[src/rtl/i2cms_pkg.sv]
// shared types, codes and phase helpers for the i2c master byte sequencer
// no dependencies; used by i2cms_core, i2cms_out_buf and the top level
package i2cms_pkg;

  localparam int unsigned CFG_W     = 10;
  localparam int unsigned CFG_IDX_W = 2;
  localparam int unsigned IN_DATA_W  = 16;
  localparam int unsigned OUT_DATA_W = 16;

  localparam logic [CFG_W-1:0] LONG_WAIT_RST   = 10'd5;
  localparam logic [CFG_W-1:0] SHORT_WAIT_RST  = 10'd2;
  localparam logic [CFG_W-1:0] SAMPLE_WAIT_RST = 10'd1;
  localparam logic [CFG_W-1:0] ACK_TIMEOUT_RST = 10'd255;

  typedef enum logic [CFG_IDX_W-1:0] {
    CFG_LONG_WAIT   = 2'd0,
    CFG_SHORT_WAIT  = 2'd1,
    CFG_SAMPLE_WAIT = 2'd2,
    CFG_ACK_TIMEOUT = 2'd3
  } cfg_idx_t;

  typedef enum logic [2:0] {
    CMD_NONE     = 3'd0,
    CMD_START    = 3'd1,
    CMD_STOP     = 3'd2,
    CMD_WRITE    = 3'd3,
    CMD_READ     = 3'd4,
    CMD_WAIT_ACK = 3'd5
  } cmd_t;

  typedef enum logic [4:0] {
    PH_IDLE    = 5'd0,
    PH_ST_A    = 5'd1,
    PH_ST_B    = 5'd2,
    PH_SP_A    = 5'd3,
    PH_SP_B    = 5'd4,
    PH_SP_C    = 5'd5,
    PH_WR_SET  = 5'd6,
    PH_WR_HI   = 5'd7,
    PH_WR_LO   = 5'd8,
    PH_RD_LO   = 5'd9,
    PH_RD_HI   = 5'd10,
    PH_AK_LO   = 5'd11,
    PH_AK_HI   = 5'd12,
    PH_WA_A    = 5'd13,
    PH_WA_B    = 5'd14,
    PH_WA_POLL = 5'd15
  } phase_t;

  typedef struct packed {
    logic [CFG_W-1:0] long_wait;
    logic [CFG_W-1:0] short_wait;
    logic [CFG_W-1:0] sample_wait;
    logic [CFG_W-1:0] ack_timeout;
  } cfg_t;

  typedef struct packed {
    phase_t           phase;
    logic [3:0]       bit_cnt;
    logic [7:0]       shift;
    logic [CFG_W-1:0] delay;
    logic [CFG_W-1:0] poll;
    logic             scl;
    logic             sda;
    logic             sda_oe;
    logic             ack_flag;
    logic             ack_choice;
    logic [7:0]       tx_hold;
  } seq_st_t;

  typedef struct packed {
    logic       scl_level;
    logic       sda_level;
    logic       sda_drive_enable;
    logic       busy_res;
    logic       done_res;
    logic [7:0] rx_byte;
    logic       ack_missing;
  } res_t;

  // a zero wait is raised to one
  function automatic logic [CFG_W-1:0] hold_of(input logic [CFG_W-1:0] w);
    hold_of = (w == '0) ? {{(CFG_W-1){1'b0}}, 1'b1} : w;
  endfunction

  // pin levels and hold time on entry to a phase
  function automatic seq_st_t enter(input seq_st_t s, input phase_t p, input logic sda_in,
                                    input cfg_t cfg);
    seq_st_t n;
    n = s;
    n.phase = p;
    case (p)
      PH_ST_A: begin
        n.sda_oe = 1'b1; n.sda = 1'b1; n.scl = 1'b1; n.delay = hold_of(cfg.long_wait);
      end
      PH_ST_B: begin
        n.sda = 1'b0; n.delay = hold_of(cfg.long_wait);
      end
      PH_SP_A: begin
        n.sda_oe = 1'b1; n.scl = 1'b0; n.sda = 1'b0; n.delay = hold_of(cfg.long_wait);
      end
      PH_SP_B: begin
        n.scl = 1'b1; n.delay = hold_of(cfg.short_wait);
      end
      PH_SP_C: begin
        n.sda = 1'b1; n.delay = hold_of(cfg.long_wait);
      end
      PH_WR_SET: begin
        n.sda_oe = 1'b1; n.scl = 1'b0;
        n.sda = s.tx_hold[~s.bit_cnt[2:0]];
        n.delay = hold_of(cfg.long_wait);
      end
      PH_WR_HI: begin
        n.scl = 1'b1; n.delay = hold_of(cfg.short_wait);
      end
      PH_WR_LO: begin
        n.scl = 1'b0; n.delay = hold_of(cfg.short_wait);
      end
      PH_RD_LO: begin
        n.sda_oe = 1'b0; n.scl = 1'b0; n.delay = hold_of(cfg.short_wait);
      end
      PH_RD_HI: begin
        n.scl = 1'b1;
        n.shift = {s.shift[6:0], sda_in};
        n.delay = hold_of(cfg.sample_wait);
      end
      PH_AK_LO: begin
        n.scl = 1'b0; n.sda_oe = 1'b1; n.sda = ~s.ack_choice;
        n.delay = hold_of(cfg.short_wait);
      end
      PH_AK_HI: begin
        n.scl = 1'b1; n.delay = hold_of(cfg.short_wait);
      end
      PH_WA_A: begin
        n.sda_oe = 1'b0; n.sda = 1'b1; n.poll = '0; n.delay = hold_of(cfg.sample_wait);
      end
      PH_WA_B: begin
        n.scl = 1'b1; n.delay = hold_of(cfg.sample_wait);
      end
      default: begin
        n.delay = '0;
      end
    endcase
    enter = n;
  endfunction

endpackage

[src/rtl/i2cms_core.sv]
// sequencer state register and per-tick next-state logic
// depends on i2cms_pkg
module i2cms_core (
  input  logic                clk,
  input  logic                rst_n,
  input  logic                step_en,
  input  logic [2:0]          cmd,
  input  logic [7:0]          tx_byte,
  input  logic                send_ack,
  input  logic                sda_sample,
  input  i2cms_pkg::cfg_t     cfg,
  output i2cms_pkg::res_t     res
);

  i2cms_pkg::seq_st_t st_r;
  i2cms_pkg::seq_st_t st_nxt;
  logic               done;

  always_comb begin
    st_nxt = st_r;
    done   = 1'b0;
    if (st_r.phase == i2cms_pkg::PH_IDLE) begin
      st_nxt.bit_cnt = '0;
      case (cmd)
        i2cms_pkg::CMD_START: begin
          st_nxt = i2cms_pkg::enter(st_nxt, i2cms_pkg::PH_ST_A, sda_sample, cfg);
        end
        i2cms_pkg::CMD_STOP: begin
          st_nxt = i2cms_pkg::enter(st_nxt, i2cms_pkg::PH_SP_A, sda_sample, cfg);
        end
        i2cms_pkg::CMD_WRITE: begin
          st_nxt.tx_hold = tx_byte;
          st_nxt = i2cms_pkg::enter(st_nxt, i2cms_pkg::PH_WR_SET, sda_sample, cfg);
        end
        i2cms_pkg::CMD_READ: begin
          st_nxt.ack_choice = send_ack;
          st_nxt.shift      = '0;
          st_nxt = i2cms_pkg::enter(st_nxt, i2cms_pkg::PH_RD_LO, sda_sample, cfg);
        end
        i2cms_pkg::CMD_WAIT_ACK: begin
          st_nxt.ack_flag = 1'b0;
          st_nxt = i2cms_pkg::enter(st_nxt, i2cms_pkg::PH_WA_A, sda_sample, cfg);
        end
        default: begin
        end
      endcase
    end else if (st_r.phase == i2cms_pkg::PH_WA_POLL) begin
      if (!sda_sample) begin
        st_nxt.scl      = 1'b0;
        st_nxt.ack_flag = 1'b0;
        st_nxt.phase    = i2cms_pkg::PH_IDLE;
        done            = 1'b1;
      end else if (st_r.poll >= cfg.ack_timeout) begin
        // no acknowledge in time: flag it and run a full stop
        st_nxt.ack_flag = 1'b1;
        st_nxt = i2cms_pkg::enter(st_nxt, i2cms_pkg::PH_SP_A, sda_sample, cfg);
      end else begin
        st_nxt.poll = st_r.poll + 10'd1;
      end
    end else if (st_r.delay > 10'd1) begin
      st_nxt.delay = st_r.delay - 10'd1;
    end else begin
      case (st_r.phase)
        i2cms_pkg::PH_ST_A: begin
          st_nxt = i2cms_pkg::enter(st_nxt, i2cms_pkg::PH_ST_B, sda_sample, cfg);
        end
        i2cms_pkg::PH_ST_B: begin
          st_nxt.scl   = 1'b0;
          st_nxt.phase = i2cms_pkg::PH_IDLE;
          done         = 1'b1;
        end
        i2cms_pkg::PH_SP_A: begin
          st_nxt = i2cms_pkg::enter(st_nxt, i2cms_pkg::PH_SP_B, sda_sample, cfg);
        end
        i2cms_pkg::PH_SP_B: begin
          st_nxt = i2cms_pkg::enter(st_nxt, i2cms_pkg::PH_SP_C, sda_sample, cfg);
        end
        i2cms_pkg::PH_WR_SET: begin
          st_nxt = i2cms_pkg::enter(st_nxt, i2cms_pkg::PH_WR_HI, sda_sample, cfg);
        end
        i2cms_pkg::PH_WR_HI: begin
          st_nxt = i2cms_pkg::enter(st_nxt, i2cms_pkg::PH_WR_LO, sda_sample, cfg);
        end
        i2cms_pkg::PH_WR_LO: begin
          st_nxt.bit_cnt = st_r.bit_cnt + 4'd1;
          if (st_nxt.bit_cnt < 4'd8) begin
            st_nxt = i2cms_pkg::enter(st_nxt, i2cms_pkg::PH_WR_SET, sda_sample, cfg);
          end else begin
            st_nxt.phase = i2cms_pkg::PH_IDLE;
            done         = 1'b1;
          end
        end
        i2cms_pkg::PH_RD_LO: begin
          st_nxt = i2cms_pkg::enter(st_nxt, i2cms_pkg::PH_RD_HI, sda_sample, cfg);
        end
        i2cms_pkg::PH_RD_HI: begin
          st_nxt.bit_cnt = st_r.bit_cnt + 4'd1;
          if (st_nxt.bit_cnt < 4'd8) begin
            st_nxt = i2cms_pkg::enter(st_nxt, i2cms_pkg::PH_RD_LO, sda_sample, cfg);
          end else begin
            st_nxt = i2cms_pkg::enter(st_nxt, i2cms_pkg::PH_AK_LO, sda_sample, cfg);
          end
        end
        i2cms_pkg::PH_AK_LO: begin
          st_nxt = i2cms_pkg::enter(st_nxt, i2cms_pkg::PH_AK_HI, sda_sample, cfg);
        end
        i2cms_pkg::PH_AK_HI: begin
          st_nxt.scl   = 1'b0;
          st_nxt.phase = i2cms_pkg::PH_IDLE;
          done         = 1'b1;
        end
        i2cms_pkg::PH_WA_A: begin
          st_nxt = i2cms_pkg::enter(st_nxt, i2cms_pkg::PH_WA_B, sda_sample, cfg);
        end
        i2cms_pkg::PH_WA_B: begin
          st_nxt.phase = i2cms_pkg::PH_WA_POLL;
          st_nxt.delay = '0;
        end
        default: begin
          // end of stop
          st_nxt.phase = i2cms_pkg::PH_IDLE;
          done         = 1'b1;
        end
      endcase
    end
  end

  always_comb begin
    res.scl_level        = st_nxt.scl;
    res.sda_level        = st_nxt.sda;
    res.sda_drive_enable = st_nxt.sda_oe;
    res.busy_res         = (st_nxt.phase != i2cms_pkg::PH_IDLE);
    res.done_res         = done;
    res.rx_byte          = st_nxt.shift;
    res.ack_missing      = st_nxt.ack_flag;
  end

  always_ff @(posedge clk) begin
    if (!rst_n) begin
      st_r.phase      <= i2cms_pkg::PH_IDLE;
      st_r.bit_cnt    <= '0;
      st_r.shift      <= '0;
      st_r.delay      <= '0;
      st_r.poll       <= '0;
      st_r.scl        <= 1'b1;
      st_r.sda        <= 1'b1;
      st_r.sda_oe     <= 1'b1;
      st_r.ack_flag   <= 1'b0;
      st_r.ack_choice <= 1'b0;
      st_r.tx_hold    <= '0;
    end else if (step_en) begin
      st_r <= st_nxt;
    end
  end

endmodule

[src/rtl/i2cms_out_buf.sv]
// result register between the sequencer and the output channel
// depends on i2cms_pkg
module i2cms_out_buf (
  input  logic            clk,
  input  logic            rst_n,
  input  logic            load,
  input  i2cms_pkg::res_t res,
  output logic            load_ready,
  output logic            out_valid,
  input  logic            out_ready,
  output i2cms_pkg::res_t out_res
);

  logic            valid_r;
  i2cms_pkg::res_t data_r;

  // a new result may enter while the held one is being taken
  assign load_ready = !valid_r || out_ready;
  assign out_valid  = valid_r;
  assign out_res    = data_r;

  always_ff @(posedge clk) begin
    if (!rst_n) begin
      valid_r <= 1'b0;
    end else if (load) begin
      valid_r <= 1'b1;
    end else if (out_ready) begin
      valid_r <= 1'b0;
    end
  end

  always_ff @(posedge clk) begin
    if (load) begin
      data_r <= res;
    end
  end

endmodule

[src/rtl/i2c_master_byte_sequencer.sv]
// i2c master byte sequencer top level: one tick transfer in, one pin/status transfer out
// output: the result of a tick transfer is registered and shown in the cycle after it is accepted
// throughput: one tick per cycle while the output register is empty or out_tready is high
// reset: rst_n synchronous active low; bus idle (scl, sda high, sda driven), wait registers
//   back to 5, 2, 1 and 255, output register empty
// depends on i2cms_pkg, i2cms_core, i2cms_out_buf
module i2c_master_byte_sequencer (
  input  logic                                  clk,
  input  logic                                  rst_n,
  // tick channel
  input  logic                                  in_tvalid,
  output logic                                  in_tready,
  // tdata: cmd[2:0], tx_byte[10:3], send_ack[11], sda_sample[12], zero fill
  input  logic [i2cms_pkg::IN_DATA_W-1:0]       in_tdata,
  // result channel
  output logic                                  out_tvalid,
  input  logic                                  out_tready,
  // tdata: scl_level[0], sda_level[1], sda_drive_enable[2], busy_res[3], done_res[4],
  //        rx_byte[12:5], ack_missing[13], zero fill
  output logic [i2cms_pkg::OUT_DATA_W-1:0]      out_tdata,
  // configuration writes
  input  logic                                  cfg_we,
  input  logic [i2cms_pkg::CFG_IDX_W-1:0]       cfg_addr,
  input  logic [i2cms_pkg::CFG_W-1:0]           cfg_wdata
);

  i2cms_pkg::cfg_t cfg_r;
  i2cms_pkg::res_t step_res;
  i2cms_pkg::res_t held_res;
  logic            in_xfer;
  logic            buf_ready;

  // wait and timeout registers
  always_ff @(posedge clk) begin
    if (!rst_n) begin
      cfg_r.long_wait   <= i2cms_pkg::LONG_WAIT_RST;
      cfg_r.short_wait  <= i2cms_pkg::SHORT_WAIT_RST;
      cfg_r.sample_wait <= i2cms_pkg::SAMPLE_WAIT_RST;
      cfg_r.ack_timeout <= i2cms_pkg::ACK_TIMEOUT_RST;
    end else if (cfg_we) begin
      case (cfg_addr)
        i2cms_pkg::CFG_LONG_WAIT:   cfg_r.long_wait   <= cfg_wdata;
        i2cms_pkg::CFG_SHORT_WAIT:  cfg_r.short_wait  <= cfg_wdata;
        i2cms_pkg::CFG_SAMPLE_WAIT: cfg_r.sample_wait <= cfg_wdata;
        i2cms_pkg::CFG_ACK_TIMEOUT: cfg_r.ack_timeout <= cfg_wdata;
        default: begin
        end
      endcase
    end
  end

  // a tick is taken whenever the result register can hold its answer
  assign in_tready = buf_ready;
  assign in_xfer   = in_tvalid && in_tready;

  i2cms_core u_core (
    .clk        (clk),
    .rst_n      (rst_n),
    .step_en    (in_xfer),
    .cmd        (in_tdata[2:0]),
    .tx_byte    (in_tdata[10:3]),
    .send_ack   (in_tdata[11]),
    .sda_sample (in_tdata[12]),
    .cfg        (cfg_r),
    .res        (step_res)
  );

  i2cms_out_buf u_out_buf (
    .clk        (clk),
    .rst_n      (rst_n),
    .load       (in_xfer),
    .res        (step_res),
    .load_ready (buf_ready),
    .out_valid  (out_tvalid),
    .out_ready  (out_tready),
    .out_res    (held_res)
  );

  // pack result fields, lowest bit last in the list
  assign out_tdata = {2'b00,
                      held_res.ack_missing,
                      held_res.rx_byte,
                      held_res.done_res,
                      held_res.busy_res,
                      held_res.sda_drive_enable,
                      held_res.sda_level,
                      held_res.scl_level};

endmodule
[config.mk]
export PLATFORM = sky130hd
export DESIGN_NAME = i2c_master_byte_sequencer
export DESIGN_NICKNAME = d
export VERILOG_FILES = /design/src/rtl/i2cms_pkg.sv /design/src/rtl/i2cms_core.sv /design/src/rtl/i2cms_out_buf.sv /design/src/rtl/i2c_master_byte_sequencer.sv
export SDC_FILE = /design/constraint.sdc
export NUM_CORES = 1
export LEC_CHECK = 0
export ABC_AREA = 1
export BUFFER_PORTS_ARGS = -buffer_cell sky130_fd_sc_hd__buf_2
export CORE_MARGIN = 2
export CORE_UTILIZATION = 50
export CTS_CLUSTER_SIZE = 40
export DETAILED_ROUTE_END_ITERATION = 10
export PLACE_DENSITY = 0.64
export REMOVE_ABC_BUFFERS = 1
export SYNTH_ARGS = -nofsm -noshare
export SYNTH_HDL_FRONTEND = slang
export SYNTH_SLANG_ARGS = --single-unit
[constraint.sdc]
create_clock -name clk -period 2.4 [get_ports clk]
set_input_delay 0.12 -clock clk [delete_from_list [all_inputs] [get_ports clk]]
set_output_delay 0.12 -clock clk [all_outputs]
set_load 0.005 [all_outputs]
After elaboration in Yosys (flattened, before gate mapping)
Cells that the tools add are included.

storage, ports and cells
  register bits after elaboration = 105
  bits in latches = 0
  RAM bits = 0
  bits in read-only memories = 0
  bits of input ports = 33
  output and inout port bits = 18
  logic and storage cells = 137
  memories = 0

operators by class
  $add $sub $neg = 3
  multipliers = 0
  divide/modulo/power cells = 0
  order comparisons = 4
  equal/unequal tests = 35
  shift operators = 0
  multiplexer cells = 36
  bitwise logic cells = 7
  reductions and logical operators = 29

operators by type and width
  kind                                                                               number
  50-bit case mux with 5 select lines                                                1
  50-bit two-way mux                                                                 2
  10-bit case mux with 6 select lines                                                1
  10-bit two-way mux                                                                 5
  12-bit case mux with 4 select lines                                                1
  47-bit two-way mux                                                                 1
  4-bit case mux with 11 select lines                                                1
  5-bit by 4-bit equality test with 1-bit output (second input constant)             8
  12-bit case mux with 3 select lines                                                1
  33-bit two-way mux                                                                 1
  32-bit two-way mux                                                                 1
  10-bit zero test                                                                   3
  27-bit two-way mux                                                                 1
  23-bit two-way mux                                                                 1
  10-bit case mux with 2 select lines                                                1
  17-bit two-way mux                                                                 1
  5-bit by 3-bit equality test with 1-bit output (second input constant)             3
  7-bit AND reduction                                                                2
  13-bit two-way mux                                                                 1
  10-bit by 1-bit adder with 10-bit output (second input constant)                   1
  5-bit by 2-bit equality test with 1-bit output (second input constant)             2
  10-bit >= comparator                                                               1
  10-bit by 1-bit greater-than comparator with 1-bit output (second input constant)  1
  2-bit inequality test (second input constant)                                      5
  42 further kinds                                                                   68

Longest topological paths before layout
  depth in word-level cells = 10
  depth in mapped cells = 15
  depth with buffers taken out = 15

Cells and area by module
From an unflattened synthesis, not the netlist that was laid out.

unflattened totals
  cell total of the unflattened synthesis = 1150
  area, all modules = 7066.8 µm²

by module, submodules not included
  module                     instances  cells each  area each (µm²)  seq. area each (µm²)
  i2cms_core                 1          890         4948.5           1001.0
  i2c_master_byte_sequencer  1          240         1651.6           800.8
  i2cms_out_buf              1          20          466.7            440.4

Worst setup path before layout
Ideal clock, no wire load.

  path kind = reg2reg
  start = reg u_core.st_r[23] in the netlist's numbering
  end = reg u_out_buf.data_r (netlist bit u_out_buf.out_res[10]), data pin
  library setup time = 0.254 ns
  arrival time = 1.625 ns
  required time = 2.146 ns
  path slack = 0.521 ns
  cell stages (with the launch flop) = 12
  buffers on the path = 0
  clock period less this slack = 1.879 ns
  cell sequence = dfxtp_1 > inv_1 > ha_1 > nor2_1 > nor2_1 > nand4_2 > inv_2 > nand3_1 > o211ai_1 > o2111ai_1 > nor2_1 > nand2_1

RTL lines
  item                    line                 text
  start, declared         i2cms_core.sv:15     i2cms_pkg::seq_st_t st_r;
  start signal, assigned  i2cms_core.sv:152    st_r <= st_nxt;
  end signal, assigned    i2cms_out_buf.sv:34  data_r <= res;
  end, declared           i2cms_out_buf.sv:15  i2cms_pkg::res_t data_r;

Worst setup path after layout
  start = reg u_core.st_r[20] in the netlist's numbering
  end = reg u_core.st_r[24] in the netlist's numbering

between the ends
  cells in the longest elaborated chain, start to end = 3

RTL lines
  item                                                               line              text
  10-bit >= comparator                                               i2cms_core.sv:53  end else if (st_r.poll >= cfg.ack_timeout) begin
  3-bit by 2-bit inequality test with 1-bit output (no source line)  n/a
  6-bit AND reduction (no source line)                               n/a

No other way between the ends.
A chain may end at the register's enable or synchronous reset.

==> flow_summary_export.csv <==
group,metric,value,unit
critical_path,reg2reg_from,"u_core.st_r[20]$_SDFFE_PN0P_",
critical_path,worstReg2RegEnd,"u_core.st_r[24]$_SDFFE_PN0P_",
die,std_cell_rows,40,
min_path,hold_path.class,"input port to register",
placed_design,place_congestion,1.03,
sta,timing.final.max_slew_violations,0,
logic_synthesis,yosys-top-cells-area,"dfxtp_1 (29%), nand2_1 (10%), a21oi_1 (8.4%)",
cells_and_area,nets,1012,
cts,hold_buffers,0,
logic_synthesis,synthTopCellsByCount,"nand2_1 (167), inv_1 (123), a21oi_1 (105)",
routing,drt_iter0_drc,487,
critical_path,worst_ep_required_time,2.65,ns
cts,cts_resized,0,
die,pin_count,51,
die,start_util,0.515,
sta,rsz0062_at_grt,"no",
critical_path,crit_chain,"ha_1 > nand2_1 > nor2_1 > o211ai_1 > nand4_1 > nand2_1 > nor2_4 > nand3_1 > nor2_1 > nor2_1",
routing,wl,17900,µm
critical_path,end_kind,"register",
cells_and_area,fillers,1214,
critical_path,reg2reg_slack,0.23,ns
cts,cts_sinks,105,
global_route,overflow,0,
logic_synthesis,syn-mean-instance-area,6.77,µm²
logic_synthesis,yosysWarnings,0,
sta,clock.fmax,461,MHz
logic_synthesis,yosysSeqAreaShare,0.359,
critical_path,cp_slowest_cell,"dfxtp_1",
critical_path,cp_common_cell,"nor2_1",
power_and_ir_drop,power_density,728,mW/mm²
routing,wl_per_cell,15.7,µm
critical_path,worst-r2r-cell-count,10,
run,maxCapViolCount,0,
placed_design,hpwl,13300,µm
sta,worstMarginPinSlew,0.786,ns
cells_and_area,final_cells,1138,
min_path,min_from,"in_tdata[9]",
cts,cts-htree-levels,3,
sta,setup_tns,0,ns
cts,clk_latency,0.36,ns
placed_design,dp_cells,1122,
sta,hold_viol,0,
logic_synthesis,ys_seq_elements,105,
sta,slew_headroom,0.474,
critical_path,startpoint,"u_core.st_r[20]$_SDFFE_PN0P_",
logic_synthesis,yosys.area.top_type_share,0.292,
sta,min_period_over_period,0.904,
cells_and_area,fin_util,0.575,
cells_and_area,drive_gt1_frac,0.139,
routing,firstDrtPassIters,5,
critical_path,start_kind,"register",
outcome,outcome,"finished, final reports clean",
die,die_y,116,µm
routing,drc,0,
logic_synthesis,synth_most_common_cell,"nand2_1",
cts,clockBufferDepth,2,
cts,path_clk_slew,0.08,ns
min_path,holdPathStages,3,
critical_path,cpPeakStageDelay,0.38,ns
logic_synthesis,synth_area,0.00624,mm²
global_route,grt_pass1_wl,29200,µm
routing,postRouteAntennaNets,0,
logic_synthesis,synth_edf_count,14,
sta,finalSetupViolations,0,
critical_path,critPathArrivalTime,2.42,ns
critical_path,path_class,"register to register",
cts,post-cts-setup-buffers,0,
global_route,grt_pass1_vias,5868,
global_route,antenna_found_initial,0,
global_route,grt_max_degree,51,
sta,period_needed,2.17,ns
logic_synthesis,async_flop_share,0,
logic_synthesis,synth_cells,921,
die,core,0.0121,mm²
cts,cts_buffers,9,
logic_synthesis,synth.largest_area_cell,"dfxtp_1",
die,dieArea,0.0134,mm²
power_and_ir_drop,ir_drop,0.000461,V
routing,vias,6276,
critical_path,worstPathMaxFanout,12,
cells_and_area,syn2layout_area_growth,11.7,%
cells_and_area,antenna_cells,0,
logic_synthesis,synth_cell_types,47,
min_path,min_to,"u_core.st_r[6]$_SDFFE_PN0P_",
placed_design,io_buffer_count,45,
power_and_ir_drop,p_leak,3.21,nW
logic_synthesis,ys.flop_type,"dfxtp_1",
die,die_w,116,µm
global_route,grt_use_total,0.279,
cts,cts_tree,"done",
cts,cts_root_buf,"clkbuf_16",
sta,clock_skew,0.00872,ns
routing,vias_per_cell,5.51,
==> cell type report <==
type,count,area (µm²),share of cell area
Tap cell,168,210,0.0302
Clock buffer,9,225,0.0323
Clock inverter,7,62.6,0.00898
Multi-Input combinational cell,650,3350,0.481
Sequential cell,105,2240,0.322
Inverter,136,513,0.0736
Timing Repair Buffer,63,360,0.0517
==> per-layer routing <==
metal,GRT usage,wire (µm),up-vias
met5,0,0,-
met4,0.0913,347,0
met3,0.0533,1050,23
met2,0.455,8200,222
met1,0.374,8290,2888
li1,-,-,3143
==> stage by stage <==
step / hold slack [ns] / worst slack [ns] / total power [W] / instance area, µm²
detailed placement: 0.381 / 0.232 / 0.00363 / 6670
global placement: 0.366 / 0.306 / 0.00362 / 6670
global route: 0.0196 / 0.0361 / 0.00539 / 6970
finish: 0.0157 / 0.231 / 0.00507 / 6970
floorplan: 0.204 / -0.0566 / 0.00311 / 6100
CTS: 0.0106 / 0.198 / 0.00508 / 6960
==> where the power goes <==
group	internal (W)	switching [W]	total (W)
Clock	0.000724	0.000725	0.00145
Sequential	0.00192	0.0000984	0.00202
Combinational	0.000536	0.00106	0.00160
==> cell families (layout without fill, tap and decap cells) <==
kind of cell	count (synthesis)	in the layout	share of synthesized area
AO/OA/AOI/OAI	243	243	0.212
AND/OR/NAND/NOR	382	382	0.282
other	1	2	0.000601
adder cells (fa/ha/maj)	14	14	0.0281
flip-flops	105	105	0.359
buffers and inverters	167	215	0.105
XOR/XNOR	9	9	0.0126
==> state kept, by name (all words and copies together), names as in the netlist <==
name                 cells
u_core.st_r             50
cfg_r                   40
u_out_buf.out_valid      1
u_out_buf.out_res       14
==> cells in the final DEF, fill, tap and decap left out, types with 3 or more instances in the layout <==
cell	instances
o31ai_1	5
nor3_1	14
buf_2	45
o21ai_1	18
o22ai_1	5
nand3_1	43
xor2_1	5
inv_2	12
nand4_1	25
inv_1	123
nor2_1	93
o21ai_0	82
nor2_4	3
o221ai_1	4
nand3_2	4
a21oi_1	104
clkbuf_16	9
dfxtp_1	91
edfxtp_1	14
nand2_1	166
nand2_2	11
o211ai_1	12
ha_1	14
xnor2_1	4
buf_4	18
inv_4	3
nor2_2	10
==> worst max path at each step <==
| stage | end | slack (ns) | cells after the start |
|---|---|---|---|
| floorplan | u_core.st_r[13]$_SDFFE_PN0P_ | -0.06 | 8 |
| global placement | u_out_buf.out_res[8]$_DFFE_PP_ | 0.31 | 11 |
| detailed placement | u_core.st_r[20]$_SDFFE_PN0P_ | 0.23 | 9 |
| CTS | u_core.st_r[20]$_SDFFE_PN0P_ | 0.20 | 9 |
| global route | u_core.st_r[26]$_SDFFE_PN0P_ | 0.04 | 12 |
| finish | u_core.st_r[24]$_SDFFE_PN0P_ | 0.23 | 10 |
==> critical path: cells and delay by family, from the launching register on <==
| kind | cells | cell delay [ns] |
|---|---|---|
| simple gates | 8 | 1.17 |
| flops | 1 | 0.38 |
| fa+ha+maj | 1 | 0.33 |
| compound gates | 1 | 0.16 |
Note: power is estimated with default switching activity, not from simulation.
